### src/sv/apr_pkg.sv
// ----------------------------------------------------------------------------
// apr_pkg
// Shared types and constants for the aging page replacement block.
// ----------------------------------------------------------------------------
package apr_pkg;

  localparam int MAX_FRAMES    = 16;
  localparam int PAGE_BITS     = 16;
  localparam int FRAME_INDEX_W = 4;
  localparam int IDX_W         = ($clog2(MAX_FRAMES) > FRAME_INDEX_W) ?
                                 $clog2(MAX_FRAMES) : FRAME_INDEX_W;
  localparam int NCNT_W        = IDX_W + 1;
  localparam int FRAMES_W      = 5;
  localparam int AGE_W         = 8;
  localparam int FAULT_W       = 32;
  localparam int APB_AW        = 3;
  localparam int APB_DW        = 32;

  localparam logic [AGE_W-1:0]    AGE_TOP      = 8'h80;
  localparam logic [FRAMES_W-1:0] FRAMES_RESET = 5'd4;
  localparam logic [FAULT_W-1:0]  FAULT_MAX    = '1;

  // register index, taken from paddr[2]
  localparam logic REG_FRAMES_IN_USE = 1'b0;

  typedef struct packed {
    logic [PAGE_BITS-1:0] page_ref;
    logic                 restart;
  } in_t;

  typedef struct packed {
    logic                     hit;
    logic [FRAME_INDEX_W-1:0] frame_index;
    logic                     evicted_valid;
    logic [PAGE_BITS-1:0]     evicted_page;
    logic [FAULT_W-1:0]       fault_count;
  } out_t;

  // search token rippling down the cell chain
  typedef struct packed {
    logic                 found;
    logic [IDX_W-1:0]     fidx;
    logic                 hemp;
    logic [IDX_W-1:0]     eidx;
    logic                 bv;
    logic [AGE_W-1:0]     best;
    logic [IDX_W-1:0]     bidx;
    logic [PAGE_BITS-1:0] bpage;
  } tok_t;

  // broadcast command from the controller to every cell
  typedef struct packed {
    logic                 clear;
    logic                 commit;
    logic                 hit;
    logic [IDX_W-1:0]     slot;
    logic [PAGE_BITS-1:0] page;
    logic [NCNT_W-1:0]    n_act;
  } cmd_t;

endpackage

### src/sv/apr_if.sv
// ----------------------------------------------------------------------------
// apr_in_if / apr_out_if
// Valid/ready channels carrying page references and replacement results.
// ----------------------------------------------------------------------------
interface apr_in_if;
  logic         valid;
  logic         ready;
  apr_pkg::in_t data;

  modport source (output valid, output data, input ready);
  modport sink   (input valid, input data, output ready);
endinterface

interface apr_out_if;
  logic          valid;
  logic          ready;
  apr_pkg::out_t data;

  modport source (output valid, output data, input ready);
  modport sink   (input valid, input data, output ready);
endinterface

### src/sv/apr_cell.sv
// ----------------------------------------------------------------------------
// apr_cell
// One frame: page, valid bit and age. Folds its frame into the search token
// and registers it toward the next cell; applies aging and fills on commit.
// ----------------------------------------------------------------------------
module apr_cell (
  input  logic                       clk_i,
  input  logic                       rst_ni,
  input  logic [apr_pkg::IDX_W-1:0]  idx_i,
  input  apr_pkg::cmd_t              cmd_i,
  input  apr_pkg::tok_t              tok_i,
  output apr_pkg::tok_t              tok_o
);

  logic                            valid_q, valid_d;
  logic [apr_pkg::AGE_W-1:0]       age_q, age_d;
  logic [apr_pkg::PAGE_BITS-1:0]   page_q;
  apr_pkg::tok_t                   tok_q, tok_d;
  logic [apr_pkg::AGE_W-1:0]       aged;
  logic                            active;
  logic                            sel;

  assign active = {1'b0, idx_i} < cmd_i.n_act;
  assign sel    = (idx_i == cmd_i.slot);
  assign aged   = age_q >> 1;

  // search works on the aged value; ages only move at commit or clear
  always_comb begin
    tok_d = tok_i;
    if (active) begin
      if (!tok_i.found && valid_q && (page_q == cmd_i.page)) begin
        tok_d.found = 1'b1;
        tok_d.fidx  = idx_i;
      end
      if (!tok_i.hemp) begin
        if (!valid_q) begin
          tok_d.hemp = 1'b1;
          tok_d.eidx = idx_i;
        end else if (!tok_i.bv || (aged < tok_i.best)) begin
          tok_d.bv    = 1'b1;
          tok_d.best  = aged;
          tok_d.bidx  = idx_i;
          tok_d.bpage = page_q;
        end
      end
    end
  end

  always_comb begin
    valid_d = valid_q;
    age_d   = age_q;
    if (cmd_i.clear) begin
      valid_d = 1'b0;
      age_d   = '0;
    end else if (cmd_i.commit && active) begin
      age_d = aged;
      if (sel) begin
        if (cmd_i.hit) begin
          age_d = aged | apr_pkg::AGE_TOP;
        end else begin
          age_d   = apr_pkg::AGE_TOP;
          valid_d = 1'b1;
        end
      end
    end
  end

  always_ff @(posedge clk_i or negedge rst_ni) begin
    if (!rst_ni) begin
      valid_q <= 1'b0;
      age_q   <= '0;
      tok_q   <= '0;
    end else begin
      valid_q <= valid_d;
      age_q   <= age_d;
      tok_q   <= tok_d;
    end
  end

  always_ff @(posedge clk_i) begin
    if (cmd_i.commit && active && sel && !cmd_i.hit) begin
      page_q <= cmd_i.page;
    end
  end

  assign tok_o = tok_q;

endmodule

### src/sv/aging_page_replacement.sv
// ----------------------------------------------------------------------------
// aging_page_replacement
// Aging page replacement over a chain of frame cells with 8-bit ages.
// ----------------------------------------------------------------------------
// One page reference is taken at a time and yields one result. After the
// transfer the search token passes through the cell chain one cell per cycle
// (a restart clears all frames at the input transfer). The commit step then
// ages the active frames, updates the chosen frame and loads the result
// register; it waits while a previous result is still untaken on the output.
// The result stays on the output until it is taken. The next reference is
// taken the cycle after commit, even while the previous result still waits
// on the output. frames_in_use is written through the APB port at byte
// address 0; zero acts as one frame and values above MAX_FRAMES act as
// MAX_FRAMES.
// ----------------------------------------------------------------------------
module aging_page_replacement (
  input  logic                          clk_i,
  input  logic                          rst_ni,
  apr_in_if.sink                        in_i,
  apr_out_if.source                     out_o,
  input  logic                          psel,
  input  logic                          penable,
  input  logic                          pwrite,
  input  logic [apr_pkg::APB_AW-1:0]    paddr,
  input  logic [apr_pkg::APB_DW-1:0]    pwdata,
  output logic [apr_pkg::APB_DW-1:0]    prdata,
  output logic                          pready
);

  typedef enum logic [1:0] {
    ST_IDLE,
    ST_SCAN,
    ST_COMMIT
  } state_e;

  state_e                             state_q;
  logic [apr_pkg::IDX_W-1:0]          cnt_q;
  logic [apr_pkg::PAGE_BITS-1:0]      page_q;
  logic [apr_pkg::FAULT_W-1:0]        fault_q, fault_d;
  logic                               out_valid_q;
  apr_pkg::out_t                      out_q;
  logic [apr_pkg::FRAMES_W-1:0]       frames_q;

  logic                               in_fire;
  logic                               commit;
  logic                               cfg_wr;
  logic [apr_pkg::NCNT_W-1:0]         n_act;
  logic [apr_pkg::IDX_W-1:0]          slot;
  apr_pkg::tok_t                      fin;
  apr_pkg::cmd_t                      cmd;
  apr_pkg::tok_t                      tok_w [apr_pkg::MAX_FRAMES+1];

  // ---------------- configuration ----------------
  assign pready = 1'b1;
  assign cfg_wr = psel && penable && pwrite && (paddr[2] == apr_pkg::REG_FRAMES_IN_USE);

  always_ff @(posedge clk_i or negedge rst_ni) begin
    if (!rst_ni) begin
      frames_q <= apr_pkg::FRAMES_RESET;
    end else if (cfg_wr) begin
      frames_q <= pwdata[apr_pkg::FRAMES_W-1:0];
    end
  end

  assign prdata = (paddr[2] == apr_pkg::REG_FRAMES_IN_USE) ?
                  apr_pkg::APB_DW'(frames_q) : '0;

  always_comb begin
    if (frames_q == '0) begin
      n_act = apr_pkg::NCNT_W'(1);
    end else if (int'(frames_q) > apr_pkg::MAX_FRAMES) begin
      n_act = apr_pkg::NCNT_W'(apr_pkg::MAX_FRAMES);
    end else begin
      n_act = apr_pkg::NCNT_W'(frames_q);
    end
  end

  // ---------------- cell chain ----------------
  assign tok_w[0] = '0;

  for (genvar g = 0; g < apr_pkg::MAX_FRAMES; g++) begin : g_cell
    apr_cell u_cell (
      .clk_i  (clk_i),
      .rst_ni (rst_ni),
      .idx_i  (apr_pkg::IDX_W'(g)),
      .cmd_i  (cmd),
      .tok_i  (tok_w[g]),
      .tok_o  (tok_w[g+1])
    );
  end

  assign fin = tok_w[apr_pkg::MAX_FRAMES];

  always_comb begin
    if (fin.found) begin
      slot = fin.fidx;
    end else if (fin.hemp) begin
      slot = fin.eidx;
    end else begin
      slot = fin.bidx;
    end
  end

  // ---------------- control ----------------
  assign in_i.ready = (state_q == ST_IDLE);
  assign in_fire    = in_i.valid && in_i.ready;
  assign commit     = (state_q == ST_COMMIT) && (!out_valid_q || out_o.ready);

  always_comb begin
    cmd.clear  = in_fire && in_i.data.restart;
    cmd.commit = commit;
    cmd.hit    = fin.found;
    cmd.slot   = slot;
    cmd.page   = page_q;
    cmd.n_act  = n_act;
  end

  always_comb begin
    fault_d = fault_q;
    if (!fin.found && (fault_q != apr_pkg::FAULT_MAX)) begin
      fault_d = fault_q + apr_pkg::FAULT_W'(1);
    end
  end

  always_ff @(posedge clk_i or negedge rst_ni) begin
    if (!rst_ni) begin
      state_q     <= ST_IDLE;
      cnt_q       <= '0;
      page_q      <= '0;
      fault_q     <= '0;
      out_valid_q <= 1'b0;
      out_q       <= '0;
    end else begin
      if (out_valid_q && out_o.ready && !commit) begin
        out_valid_q <= 1'b0;
      end
      case (state_q)
        ST_IDLE: begin
          if (in_fire) begin
            page_q  <= in_i.data.page_ref;
            cnt_q   <= '0;
            state_q <= ST_SCAN;
            if (in_i.data.restart) begin
              fault_q <= '0;
            end
          end
        end
        ST_SCAN: begin
          // stay here until the token has left the last cell
          cnt_q <= cnt_q + apr_pkg::IDX_W'(1);
          if (cnt_q == apr_pkg::IDX_W'(apr_pkg::MAX_FRAMES - 1)) begin
            state_q <= ST_COMMIT;
          end
        end
        ST_COMMIT: begin
          if (commit) begin
            fault_q                 <= fault_d;
            out_valid_q             <= 1'b1;
            out_q.hit               <= fin.found;
            out_q.frame_index       <= slot[apr_pkg::FRAME_INDEX_W-1:0];
            out_q.evicted_valid     <= !fin.found && !fin.hemp;
            out_q.evicted_page      <= (!fin.found && !fin.hemp) ? fin.bpage : '0;
            out_q.fault_count       <= fault_d;
            state_q                 <= ST_IDLE;
          end
        end
        default: begin
          state_q <= ST_IDLE;
        end
      endcase
    end
  end

  assign out_o.valid = out_valid_q;
  assign out_o.data  = out_q;

`ifndef SYNTHESIS
  // the chosen frame always lies among the active frames
  a_slot_active: assert property (@(posedge clk_i) disable iff (!rst_ni)
    commit |-> ({1'b0, slot} < n_act))
    else $error("commit slot outside active frames");

  // fault count only drops on a restart
  a_fault_mono: assert property (@(posedge clk_i) disable iff (!rst_ni)
    !(in_fire && in_i.data.restart) |=> (fault_q >= $past(fault_q)))
    else $error("fault count decreased without restart");

  // a new result appears only right after a commit
  a_out_from_commit: assert property (@(posedge clk_i) disable iff (!rst_ni)
    $rose(out_valid_q) |-> $past(commit))
    else $error("result without commit");

  // a hit never reports an eviction
  a_hit_no_evict: assert property (@(posedge clk_i) disable iff (!rst_ni)
    (commit && fin.found) |=> (out_q.hit && !out_q.evicted_valid))
    else $error("eviction reported on hit");
`endif

endmodule

### src/flat_wrapper.sv
// flat-port wrapper written by rule: the top's interface ports become plain ports
module aging_page_replacement_flat 
  (clk_i, rst_ni, psel, penable, pwrite, paddr, pwdata, prdata, pready, in_i_valid, in_i_data, in_i_ready, out_o_valid, out_o_data, out_o_ready);
  apr_in_if in_i_i ();
  apr_out_if out_o_i ();
  input  logic clk_i;
  input  logic rst_ni;
  input  logic psel;
  input  logic penable;
  input  logic pwrite;
  input  logic [apr_pkg::APB_AW-1:0] paddr;
  input  logic [apr_pkg::APB_DW-1:0] pwdata;
  output logic [apr_pkg::APB_DW-1:0] prdata;
  output logic pready;
  input wire logic [$bits(in_i_i.valid)-1:0] in_i_valid;
  input wire logic [$bits(in_i_i.data)-1:0] in_i_data;
  output wire logic [$bits(in_i_i.ready)-1:0] in_i_ready;
  output wire logic [$bits(out_o_i.valid)-1:0] out_o_valid;
  output wire logic [$bits(out_o_i.data)-1:0] out_o_data;
  input wire logic [$bits(out_o_i.ready)-1:0] out_o_ready;
  assign in_i_i.valid = in_i_valid;
  assign in_i_i.data = in_i_data;
  assign in_i_ready = in_i_i.ready;
  assign out_o_valid = out_o_i.valid;
  assign out_o_data = out_o_i.data;
  assign out_o_i.ready = out_o_ready;
  aging_page_replacement u_core (.clk_i(clk_i), .rst_ni(rst_ni), .in_i(in_i_i), .out_o(out_o_i), .psel(psel), .penable(penable), .pwrite(pwrite), .paddr(paddr), .pwdata(pwdata), .prdata(prdata), .pready(pready));
endmodule
### config.mk
export PLATFORM = sky130hd
export DESIGN_NAME = aging_page_replacement_flat
export DESIGN_NICKNAME = d
export VERILOG_FILES = /design/src/sv/apr_pkg.sv /design/src/sv/apr_if.sv /design/src/sv/apr_cell.sv /design/src/sv/aging_page_replacement.sv /design/src/flat_wrapper.sv
export SDC_FILE = /design/constraint.sdc
export NUM_CORES = 1
export LEC_CHECK = 0
export BUFFER_PORTS_ARGS = -buffer_cell sky130_fd_sc_hd__buf_2
export CELL_PAD_IN_SITES_DETAIL_PLACEMENT = 0
export CELL_PAD_IN_SITES_GLOBAL_PLACEMENT = 2
export CORE_AREA = 2 2 303 305
export DETAILED_ROUTE_END_ITERATION = 12
export DIE_AREA = 0 0 305 307
export MAX_ROUTING_LAYER = met4
export PLACE_DENSITY = 0.88
export RECOVER_POWER = 100
export SYNTH_ARGS = -nofsm -noshare
export SYNTH_HDL_FRONTEND = slang
export SYNTH_SLANG_ARGS = --single-unit
### constraint.sdc
create_clock -name clk_i -period 10.19 [get_ports clk_i]
set_input_delay 0.5095 -clock clk_i [delete_from_list [all_inputs] [get_ports clk_i]]
set_output_delay 0.5095 -clock clk_i [all_outputs]
set_load 0.05 [all_outputs]
# Word level (Yosys, flattened, before mapping)
# Index checks and enable logic that the tools add are counted.
[word_totals] ff_bits=1129 in_bits=59 output_inout_bits=89
[op_classes] eq_ne=40 magnitude_cmp=32 bitwise_logic=1 n_reduce_logical=197 add_sub_neg=2 mux=227
[ops] op="$mux W29" n=31
[ops] op="$mux W39" n=16
[ops] op="$mux W34" n=15
[ops] op="$mux W8" n=48
[ops] op="$eq A16 B16 Y1" n=16
[ops] op="$mux W5" n=35
[ops] op="$mux W32" n=4
[ops] op="$lt A7 B8 Y1" n=15
[ops] op="$mux W7" n=16
[ops] op="$logic_and A1 B1 Y1" n=89
[ops] op="$reduce_bool A2 Y1" n=34
[ops] op="$pmux W32 S2" n=1
[ops] op="$mux W1" n=52
[ops] op="$reduce_and A3 Y1" n=17
[ops] op="$lt A4 B5 Y1 const A" n=8
[ops] op="$logic_not A1 Y1" n=34
[ops] op="$add A32 B1 Y32 const B" n=1
[ops] op="$eq A4 B4 Y1 const A" n=8
[ops] op="$ne A32 B32 Y1 const B" n=1
[ops] op="$lt A3 B5 Y1 const A" n=4
[ops] op="$eq A3 B4 Y1 const A" n=4
[ops] op="$logic_or A1 B1 Y1" n=16
[ops] op="$mux W16" n=1
[ops] op="$mux W4" n=3
[ops] op="20 further kinds" n=30

# Logic depth before layout (Yosys ltp)
# Gate-level depths: netlist of the first run.
[depth] word_depth=8 mapped_depth=9 mapped_depth_nobuf=8

# By module
# A second synthesis of the first run with hierarchy kept.
[unflattened] cells_unflattened=3783 area_unflattened_um2=50204.4
[by_module_without_submodules] mod="apr_cell" cells_per_inst=200 n_inst=16 area_per_inst_um2=2773.9
[by_module_without_submodules] mod="aging_page_replacement" cells_per_inst=583 n_inst=1 area_per_inst_um2=5821.8

# Worst setup path after synthesis of the first run
# Ideal clock, no wire load.
[synth_timing] kind="flip-flop to flip-flop" start="register u_core.out_valid_q, in the netlist u_core.out_o.valid" end="register u_core.g_cell[2].u_cell.page_q[0] (netlist bit), enable pin" synth_period_minus_slack_ns=3.418 slack_ns=6.772 stages_incl_launch_ff=6 t_required_ns=9.756 arrival_time_ns=2.985 setup_time_ns=0.434 n_path_buf=1 cell_sequence="dfrtp_1 > nand2b_1 > nor2b_1 > clkbuf_1 > nand2b_1 > nor4_1"
[synth_via] elab_chain_cells=6
[synth_lines] item="from (decl)" line_no="aging_page_replacement.sv:40" text="logic out_valid_q;"
[synth_lines] item="from (signal assigned)" line_no="aging_page_replacement.sv:131" text="out_valid_q <= 1'b0;"
[synth_lines] item="from (signal assigned)" line_no="aging_page_replacement.sv:135" text="out_valid_q <= 1'b0;"
[synth_lines] item="from (signal assigned)" line_no="aging_page_replacement.sv:158" text="out_valid_q <= 1'b1;"
[synth_lines] item="$logic_not A1 Y1" line_no="aging_page_replacement.sv:107" text="assign commit = (state_q == ST_COMMIT) && (!out_valid_q || out_o.ready);"
[synth_lines] item="$logic_or A1 B1 Y1" line_no="aging_page_replacement.sv:107"
[synth_lines] item="$logic_and A1 B1 Y1" line_no="aging_page_replacement.sv:107"
[synth_lines] item="$logic_and A1 B1 Y1 (3 in series)" line_no="apr_cell.sv:81" text="if (cmd_i.commit && active && sel && !cmd_i.hit) begin"
[synth_lines] item="to (signal assigned)" line_no="apr_cell.sv:82" text="page_q <= cmd_i.page;"
[synth_lines] item="to (decl)" line_no="apr_cell.sv:17" text="logic [apr_pkg::PAGE_BITS-1:0] page_q;"
# Every way passes these cells.
# A chain may end at the register's enable or synchronous reset.

# Worst setup path in the final report of the first run
[layout_timing] start="register u_core.state_q[0]" end="register u_core.g_cell[4].u_cell.age_q[1] (netlist bit)"
[layout_via] elab_chain_cells=4
[layout_lines] item="from (decl)" line_no="aging_page_replacement.sv:36" text="state_e state_q;"
[layout_lines] item="from (signal assigned)" line_no="aging_page_replacement.sv:127" text="state_q <= ST_IDLE;"
[layout_lines] item="from (signal assigned)" line_no="aging_page_replacement.sv:142" text="state_q <= ST_SCAN;"
[layout_lines] item="from (signal assigned)" line_no="aging_page_replacement.sv:152" text="state_q <= ST_COMMIT;"
[layout_lines] item="$eq A2 B2 Y1 / $logic_not A2 Y1 (equally long branches)" line_no="aging_page_replacement.sv:107, aging_page_replacement.sv:105"
[layout_lines] item="$logic_and A1 B1 Y1 (on tied branches)" line_no="aging_page_replacement.sv:107, aging_page_replacement.sv:106"
[layout_lines] item="$logic_and A1 B1 Y1 (on tied branches)" line_no="apr_cell.sv:55, aging_page_replacement.sv:110"
[layout_lines] item="$reduce_bool A2 Y1 (no source line) / $mux W8 (equally long branches)"
[layout_lines] item="to (signal assigned)" line_no="apr_cell.sv:75" text="age_q <= age_d;"
[layout_lines] item="to (decl)" line_no="apr_cell.sv:16" text="logic [apr_pkg::AGE_W-1:0] age_q, age_d;"
# Parallel ways exist; a longest one is shown, timed or not.

==> results of run 1 <==
where the power goes:
group          leakage [nW]  internal (mW)  switching, mW
combinational          6.83          0.722           1.51
clock                  1.80           2.35           1.65
sequential             13.1           4.94          0.293
cell usage in the layout, fill, tap and decap left out, types with 92 or more instances in the layout:
cell type,instances
sky130_fd_sc_hd__mux2_2,289
sky130_fd_sc_hd__edfxtp_1,256
sky130_fd_sc_hd__dfrtp_1,794
sky130_fd_sc_hd__a22o_1,101
sky130_fd_sc_hd__ha_1,92
sky130_fd_sc_hd__xnor2_1,173
sky130_fd_sc_hd__inv_1,103
sky130_fd_sc_hd__or2_2,103
sky130_fd_sc_hd__nand2_1,135
sky130_fd_sc_hd__xor2_1,114
sky130_fd_sc_hd__clkbuf_16,112
sky130_fd_sc_hd__clkbuf_1,141
flip-flops by register name, indices dropped and copies added (netlist names):
signal / cells
u_core.frames_q: 5
u_core.g_cell.u_cell.valid_q: 16
u_core.fault_q: 32
u_core.out_o.valid: 1
u_core.g_cell.u_cell.page_q: 256
u_core.page_q: 16
u_core.cnt_q: 4
u_core.out_o.data: 54
u_core.g_cell.u_cell.tok_o: 555
u_core.g_cell.u_cell.age_q: 112
u_core.state_q: 2
repair_timing:
action                     in CTS  in global routing
setup endpoints to repair       0                  0
hold buffers                    1                  0
hold endpoints to repair       95                  0
stage by stage:
| step | hold slack, ns | area (um2) |
|---|---|---|
| detailed placement | 0.4178 | 45000 |
| finish | 0.05277 | 48240 |
| global placement | 0.4168 | 45000 |
| floorplan | 0.2139 | 43140 |
| CTS | 0.01507 | 48670 |
| global route | 0.03622 | 48240 |
final cells by class:
type                       instances  area share
inverter                         103    0.008014
sequential                      1053      0.5728
tap                             1186     0.03076
clock buffer                     152     0.06494
multi-input combinational       1829      0.2964
clock inverter                    53     0.01087
timing repair buffer             167     0.01605
antenna                            2   0.0001037
final timing paths:
kind,start,end,slack [ns]
worst max-delay path,u_core.state_q[0],u_core.g_cell[4].u_cell.age_q[1],4.34
worst min-delay path,pwdata[4],u_core.frames_q[4],0.05
worst max register to register,u_core.state_q[0],u_core.g_cell[4].u_cell.age_q[1],4.34
worst min register to register,u_core.g_cell[6].u_cell.tok_o[17],u_core.g_cell[7].u_cell.tok_o[17],0.43
max in group asynchronous,rst_ni,u_core.g_cell[12].u_cell.tok_o[28],4.89
min in group asynchronous,rst_ni,u_core.out_o.data[17],0.47
layer usage:
metal	up-vias	routed length [um]
li1	11210	-
met1	12710	44360
met2	488	47400
met3	137	3577
met4	0	2436
met5	-	0
cell families after synthesis:
logic type | share of synthesized area
compound gates | 0.06462
xor+xnor | 0.05840
fa+ha+maj | 0.02674
buf+inv | 0.02730
flops | 0.6420
mux | 0.09767
other cells | 0.0001745
simple gates | 0.08308
==> results.toml, run 1 <==
[outcome]
run_status = "complete, but fails checks"
failed_checks = "max-capacitance violations, max-slew violations"

[die]
io_pins = 148
floorplan.initialDensity = 0.4746
core-area_um2 = 90690
die_h_um = 307
row_count = 111
die-width_um = 305
floorplan.die_area_um2 = 93640

[clock_network]
cts-root-to-sink-buffers = 3
clk_pin_slew_ns = 0.06
clock-root-buffer = "sky130_fd_sc_hd__clkbuf_16"
cts.repair.resized = 0
worstSkewPairLatency_ns = 0.69
htree_levels = 3
cts-buffers-inserted = 108
cts_tree = "done"
post_cts_buffers = 0
cts.sink_count = 1053

[logic_synthesis]
synth-seq-cells = 1053
postSynth.topFlopCell = "sky130_fd_sc_hd__dfrtp_1"
seq_area_frac_synth = 0.6420
async_flop_share = 0.7569
area_share_of_the_leading_cell_type_in_the_synthesized_netlist = 0.4628
syn-instance-count = 3104
synthMostInstantiatedCell = "sky130_fd_sc_hd__dfrtp_1"
synth.distinct_cells = 76
ys_top_cells_by_area = "sky130_fd_sc_hd__dfrtp_1, sky130_fd_sc_hd__edfxtp_1, sky130_fd_sc_hd__mux2_2"
yosys_warnings = 0
synth_area_um2 = 43040
synth_area_leader_cell = "sky130_fd_sc_hd__dfrtp_1"
syn_avg_cell_area_um2 = 13.87
synth-edff-count = 256
synth_top_cells_by_count = "sky130_fd_sc_hd__dfrtp_1, sky130_fd_sc_hd__mux2_2, sky130_fd_sc_hd__edfxtp_1"

[grt]
met2_usage = 0.3521
met1_usage = 0.2938
grt_util_all_layers = 0.2184
number_of_global_route_vias_before_repair = 25630
grt_max_degree = 183
grtUsageMet3 = 0.02833
grt_first_pass_wirelength_um = 153400
antenna_found_initial = 2
grt_overflow_total = 0
top_usage_layer = "met2"

[detailed_routing]
avgViaCountPerCell = 5.400
drt_drc_violations_left = 0
detail_route.first_pass.iterations = 8
detailroute.via_count = 24550
routed_wire_length_per_instance_um = 21.51
drt-initial-drc-count = 1617
ant_nets = 0
final_routed_wirelength_across_all_metal_layers_um = 97780

[timing]
worst_slack_ns = 4.337
slew_viol_final = 725
slew_headroom = -1.652
period_needed_ns = 5.853
least_margin_pin_slew_ns = 3.978
fmaxAchievable_ghz = 0.1709
grt_setup_unrepaired = "false"
final_hold_viols = 0
timing.final.crit_share = 0.5744
clock_skew_ns = 0.03813
final.setup.tns_ns = 0
final_setup_violation_count = 0

[layout]
final_core_util = 0.5319
finish.net_count = 3413
nFillCells = 7509
stdcell_count = 4545
seqCellArea_um2 = 27640
multi_input_logic_area_um2 = 14300
syn_to_final_growth_pct = 12.08
post_route_cells_drive_above_1_share = 0.1892

[placed_design]
placed_cells_incl_taps = 4337
gpl.final_weighted_congestion = 0.8570
hpwlAfterDp_um = 66030
portBuffers = 90
preCtsSetupSlack_ns = 6.487

[setup_path]
critical_path_peak_fanout = 78
path_class = "reg -> reg"
worst-endpoint-required_ns = 10.77
crit_family = "buffers and inverters"
cp-end-kind = "register"
path_common_cell = "sky130_fd_sc_hd__nand2b_1"
crit_path_top_delay_cell = "sky130_fd_sc_hd__clkbuf_1"
critPathArrivalTime_ns = 6.43
timing.critical_path.slowest_cell_delay_ns = 2.78
path_cells = "nand2b_1, nand2b_1, clkbuf_1, nor2_1, and3_1, nand2b_1, a21oi_1"
critical_path.startpoint_type = "register"
worst-path-buf-inv = 1
worst-r2r-cell-count = 7
worst-path-stages = 7

[power]
irDropWorstVdd_mv = 0.1996
pwr_density_cell_nw_per_um2 = 237.6
p_total_mw = 11.46
static-leakage-power_nw = 21.71

[hold_path]
hold_path_depth = 2
worst_hold_path_type = "in -> reg"

[job]
max-cap-violations = 21
Note: power is estimated with default switching activity, not from simulation.
==> run 2: changes to the inputs <==
ABC_AREA = 1   (was not set)
CORE_AREA = 2 2 360 362   (was 2 2 303 305)
DIE_AREA = 0 0 362 364   (was 0 0 305 307)
PLACE_DENSITY = 0.8   (was 0.88)
clock period = 4.8 ns   (was 10.19 ns; I/O delays follow)
==> run 2 against run 1 <==
Effect of this change: the run still ends with max-capacitance violations, max-slew violations left; fmax is 48% higher; non-clock buffer count grew 34; clock-buffer cell count rose by 24; routed wire length rose by 35%; hold slack gained 0.092 ns; via count increased by 35%; synthesized cell count up 60%; critical path type unchanged; critical endpoint is now u_core.g_cell[14].u_cell.page_q[9]; highest routed layer unchanged.
==> results.toml, run 2 <==
[layout]
final_area_um2 = 51790
largest_register_ffs = 555
stdcell_count = 6877
post_route_cells_drive_above_1_share = 0.06104
final_cell_mix = "sky130_fd_sc_hd__nand2_1, sky130_fd_sc_hd__dfrtp_1, sky130_fd_sc_hd__nand3_1, sky130_fd_sc_hd__inv_1, sky130_fd_sc_hd__nor2_1"
syn_to_final_growth_pct = 13.30
layout_commonest_cell = "sky130_fd_sc_hd__nand2_1"
finish.net_count = 5243

[detailed_routing]
drt_drc_violations_left = 0
ant_nets = 0
avgViaCountPerCell = 4.829
detailroute.via_count = 33210
drt-initial-drc-count = 2476
routed_wire_length_per_instance_um = 19.20
final_routed_wirelength_across_all_metal_layers_um = 132000
detail_route.first_pass.iterations = 5

[setup_path]
crit_family = "compound AO/OA/AOI/OAI gates"
critPathArrivalTime_ns = 4.33
timing.critical_path.slowest_cell_delay_ns = 1.15
critical_path_peak_fanout = 16
path_class = "reg -> reg"
path_cells = "nand2_1, o21ai_0, o21ai_2, nor2_1, nand3_1, inv_1"
worst-path-buf-inv = 1
cp-end-kind = "register"
crit_path_top_delay_cell = "sky130_fd_sc_hd__o21ai_0"
critical_path.startpoint_type = "register"
timing.reg2reg.setup_slack_ns = 0.84
worst-endpoint-required_ns = 5.17

[timing]
grt_setup_unrepaired = "false"
period_needed_ns = 3.961
least_margin_pin_slew_ns = 2.664
clock_skew_ns = 0.03245
final_hold_viols = 0
slew_viol_final = 628
fmaxAchievable_ghz = 0.2525
final_setup_violation_count = 0
final.setup.tns_ns = 0
slew_headroom = -0.7758
timing.final.crit_share = 0.8252

[hold_path]
worst_hold_path_type = "in -> reg"

[power]
irDropWorstVdd_mv = 0.5312
pwr_density_cell_nw_per_um2 = 533.5
power_switching_share = 0.3526
netSwitchingPower_mw = 9.742
p_total_mw = 27.63
static-leakage-power_nw = 25.70
sequential_fraction_of_design_power = 0.422
power_frac_comb = 0.259
internal-power_mw = 17.89
p_clk_frac = 0.319

[logic_synthesis]
synth.mux.area_fraction = 0
synth_top_cells_by_count = "sky130_fd_sc_hd__nand2_1, sky130_fd_sc_hd__dfrtp_1, sky130_fd_sc_hd__nand3_1"
yosys.area_share.xor_xnor = 0.02127
area_share_of_the_leading_cell_type_in_the_synthesized_netlist = 0.4357
yosys_warnings = 0
syn-instance-count = 4953
dominant_combinational_cell_family_by_area_after_synthesis = "simple AND/OR/NAND/NOR gates"
synth_area_leader_cell = "sky130_fd_sc_hd__dfrtp_1"
synth-adder-area-share = 0.02518
seq_area_frac_synth = 0.6045
synth.distinct_cells = 50
async_flop_share = 0.7569
synth-seq-cells = 1053
synth_area_um2 = 45710
syn_avg_cell_area_um2 = 9.230
synth-edff-count = 256
synth_compound_area_frac = 0.03895
synthMostInstantiatedCell = "sky130_fd_sc_hd__nand2_1"
postSynth.topFlopCell = "sky130_fd_sc_hd__dfrtp_1"
post_synth_and_or_nand_nor_area_fraction = 0.2476
ys_top_cells_by_area = "sky130_fd_sc_hd__dfrtp_1, sky130_fd_sc_hd__edfxtp_1, sky130_fd_sc_hd__nand2_1"

[clock_network]
clk_pin_slew_ns = 0.06
cts_tree = "done"
cts.sink_count = 1053
cts-buffers-inserted = 114
post_cts_buffers = 0
cts-root-to-sink-buffers = 3
htree_levels = 3
clock-root-buffer = "sky130_fd_sc_hd__clkbuf_16"
worstSkewPairLatency_ns = 0.74

[placed_design]
placed_cells_incl_taps = 6627
detailed_place.area_um2 = 48150
portBuffers = 90
hpwlAfterDp_um = 90870
gpl.final_weighted_congestion = 0.8285

[job]
max-cap-violations = 24

[die]
row_count = 132
die_h_um = 364
io_pins = 148
floorplan.initialDensity = 0.3562
core-area_um2 = 128300
die-width_um = 362
floorplan.die_area_um2 = 131800

[grt]
grt_util_all_layers = 0.2080
grt_first_pass_wirelength_um = 202300
number_of_global_route_vias_before_repair = 33140
antenna_found_initial = 5
grt_overflow_total = 0
grt_max_degree = 140

[outcome]
failed_checks = "max-capacitance violations, max-slew violations"
run_status = "complete, but fails checks"
==> run 2: changes by cell type after synthesis, sizes merged, moves of 69 or more <==
cell / before / now
a22o: 101 / 4
nand2: 136 / 1680
mux2: 360 / 0
xnor2: 173 / 66
nand3: 39 / 567
inv: 103 / 500
nor2: 89 / 290
xor2: 114 / 45
==> run 2: per-layer routing <==
| metal | routed length [um] | vias to the layer above | track usage |
|---|---|---|---|
| li1 | - | 16110 | - |
| met1 | 59880 | 16150 | 0.2729 |
| met2 | 62040 | 746 | 0.3335 |
| met3 | 6491 | 207 | 0.03550 |
| met4 | 3626 | 0 | 0.05645 |
| met5 | 0 | - | - |
==> run 2: cell type report <==
| type | count | area [um2] |
|---|---|---|
| diodes | 9 | 22.52 |
| clock inverters | 41 | 390.4 |
| well taps | 1675 | 2096 |
| flip-flops and latches | 1053 | 27630 |
| repair buffers | 201 | 1194 |
| clock buffers | 176 | 3398 |
| multi-input cells | 3219 | 15170 |
| fillers | 12840 | 76530 |
| inverters | 503 | 1888 |
==> run 2: through the flow <==
step           hold slack [ns]    util  setup WS, ns
6_report                0.1449  0.4036        0.8390
5_1_grt                 0.1462  0.4034        0.6560
4_1_cts                0.09871  0.4066         1.368
3_5_place_dp            0.3285  0.3752         1.396
3_3_place_gp            0.3279  0.3752         1.437
2_1_floorplan         -0.05559       -         2.445
==> run 2: power by group through the flow <==
stage	Combinational (mW)	Sequential, mW	Clock [mW]
after floorplan	4.10	11.8	0
after global placement	7.25	11.8	0
after detailed placement	7.29	11.8	0
after CTS	7.33	11.6	9.02
after global routing	7.93	11.8	9.41
final	7.17	11.6	8.82
==> run 2: worst paths after layout <==
path / startpoint / endpoint / cells past startpoint
max in group asynchronous: rst_ni / u_core.fault_q[23] / 3
min: in_i_data[0] / u_core.g_cell[0].u_cell.valid_q / 4
min reg2reg: u_core.g_cell[11].u_cell.tok_o[37] / u_core.g_cell[12].u_cell.tok_o[37] / 2
max: u_core.frames_q[2] / u_core.g_cell[14].u_cell.page_q[9] / 6
max reg2reg: u_core.frames_q[2] / u_core.g_cell[14].u_cell.page_q[9] / 6
min in group asynchronous: rst_ni / u_core.g_cell[9].u_cell.tok_o[21] / 2
==> run 2: repair_timing <==
action,in CTS,in global routing
hold buffers,24,0
endpoints found under the hold margin,100,0
resized for setup,0,0
==> run 2: worst reg2reg max path, cell delays in order, from the launching register on <==
cell and delay [ns]:
sky130_fd_sc_hd__dfstp_1 0.58, sky130_fd_sc_hd__nand2_1 0.12, sky130_fd_sc_hd__o21ai_0 1.15, sky130_fd_sc_hd__o21ai_2 0.40, sky130_fd_sc_hd__nor2_1 0.58, sky130_fd_sc_hd__nand3_1 0.18, sky130_fd_sc_hd__inv_1 0.58
==> run 2: cell families after synthesis <==
| group | after synthesis |
|---|---|
| other cells | 2 |
| compound gates | 301 |
| flops | 1053 |
| xor+xnor | 111 |
| simple gates | 2687 |
| fa+ha+maj | 92 |
| buf+inv | 707 |
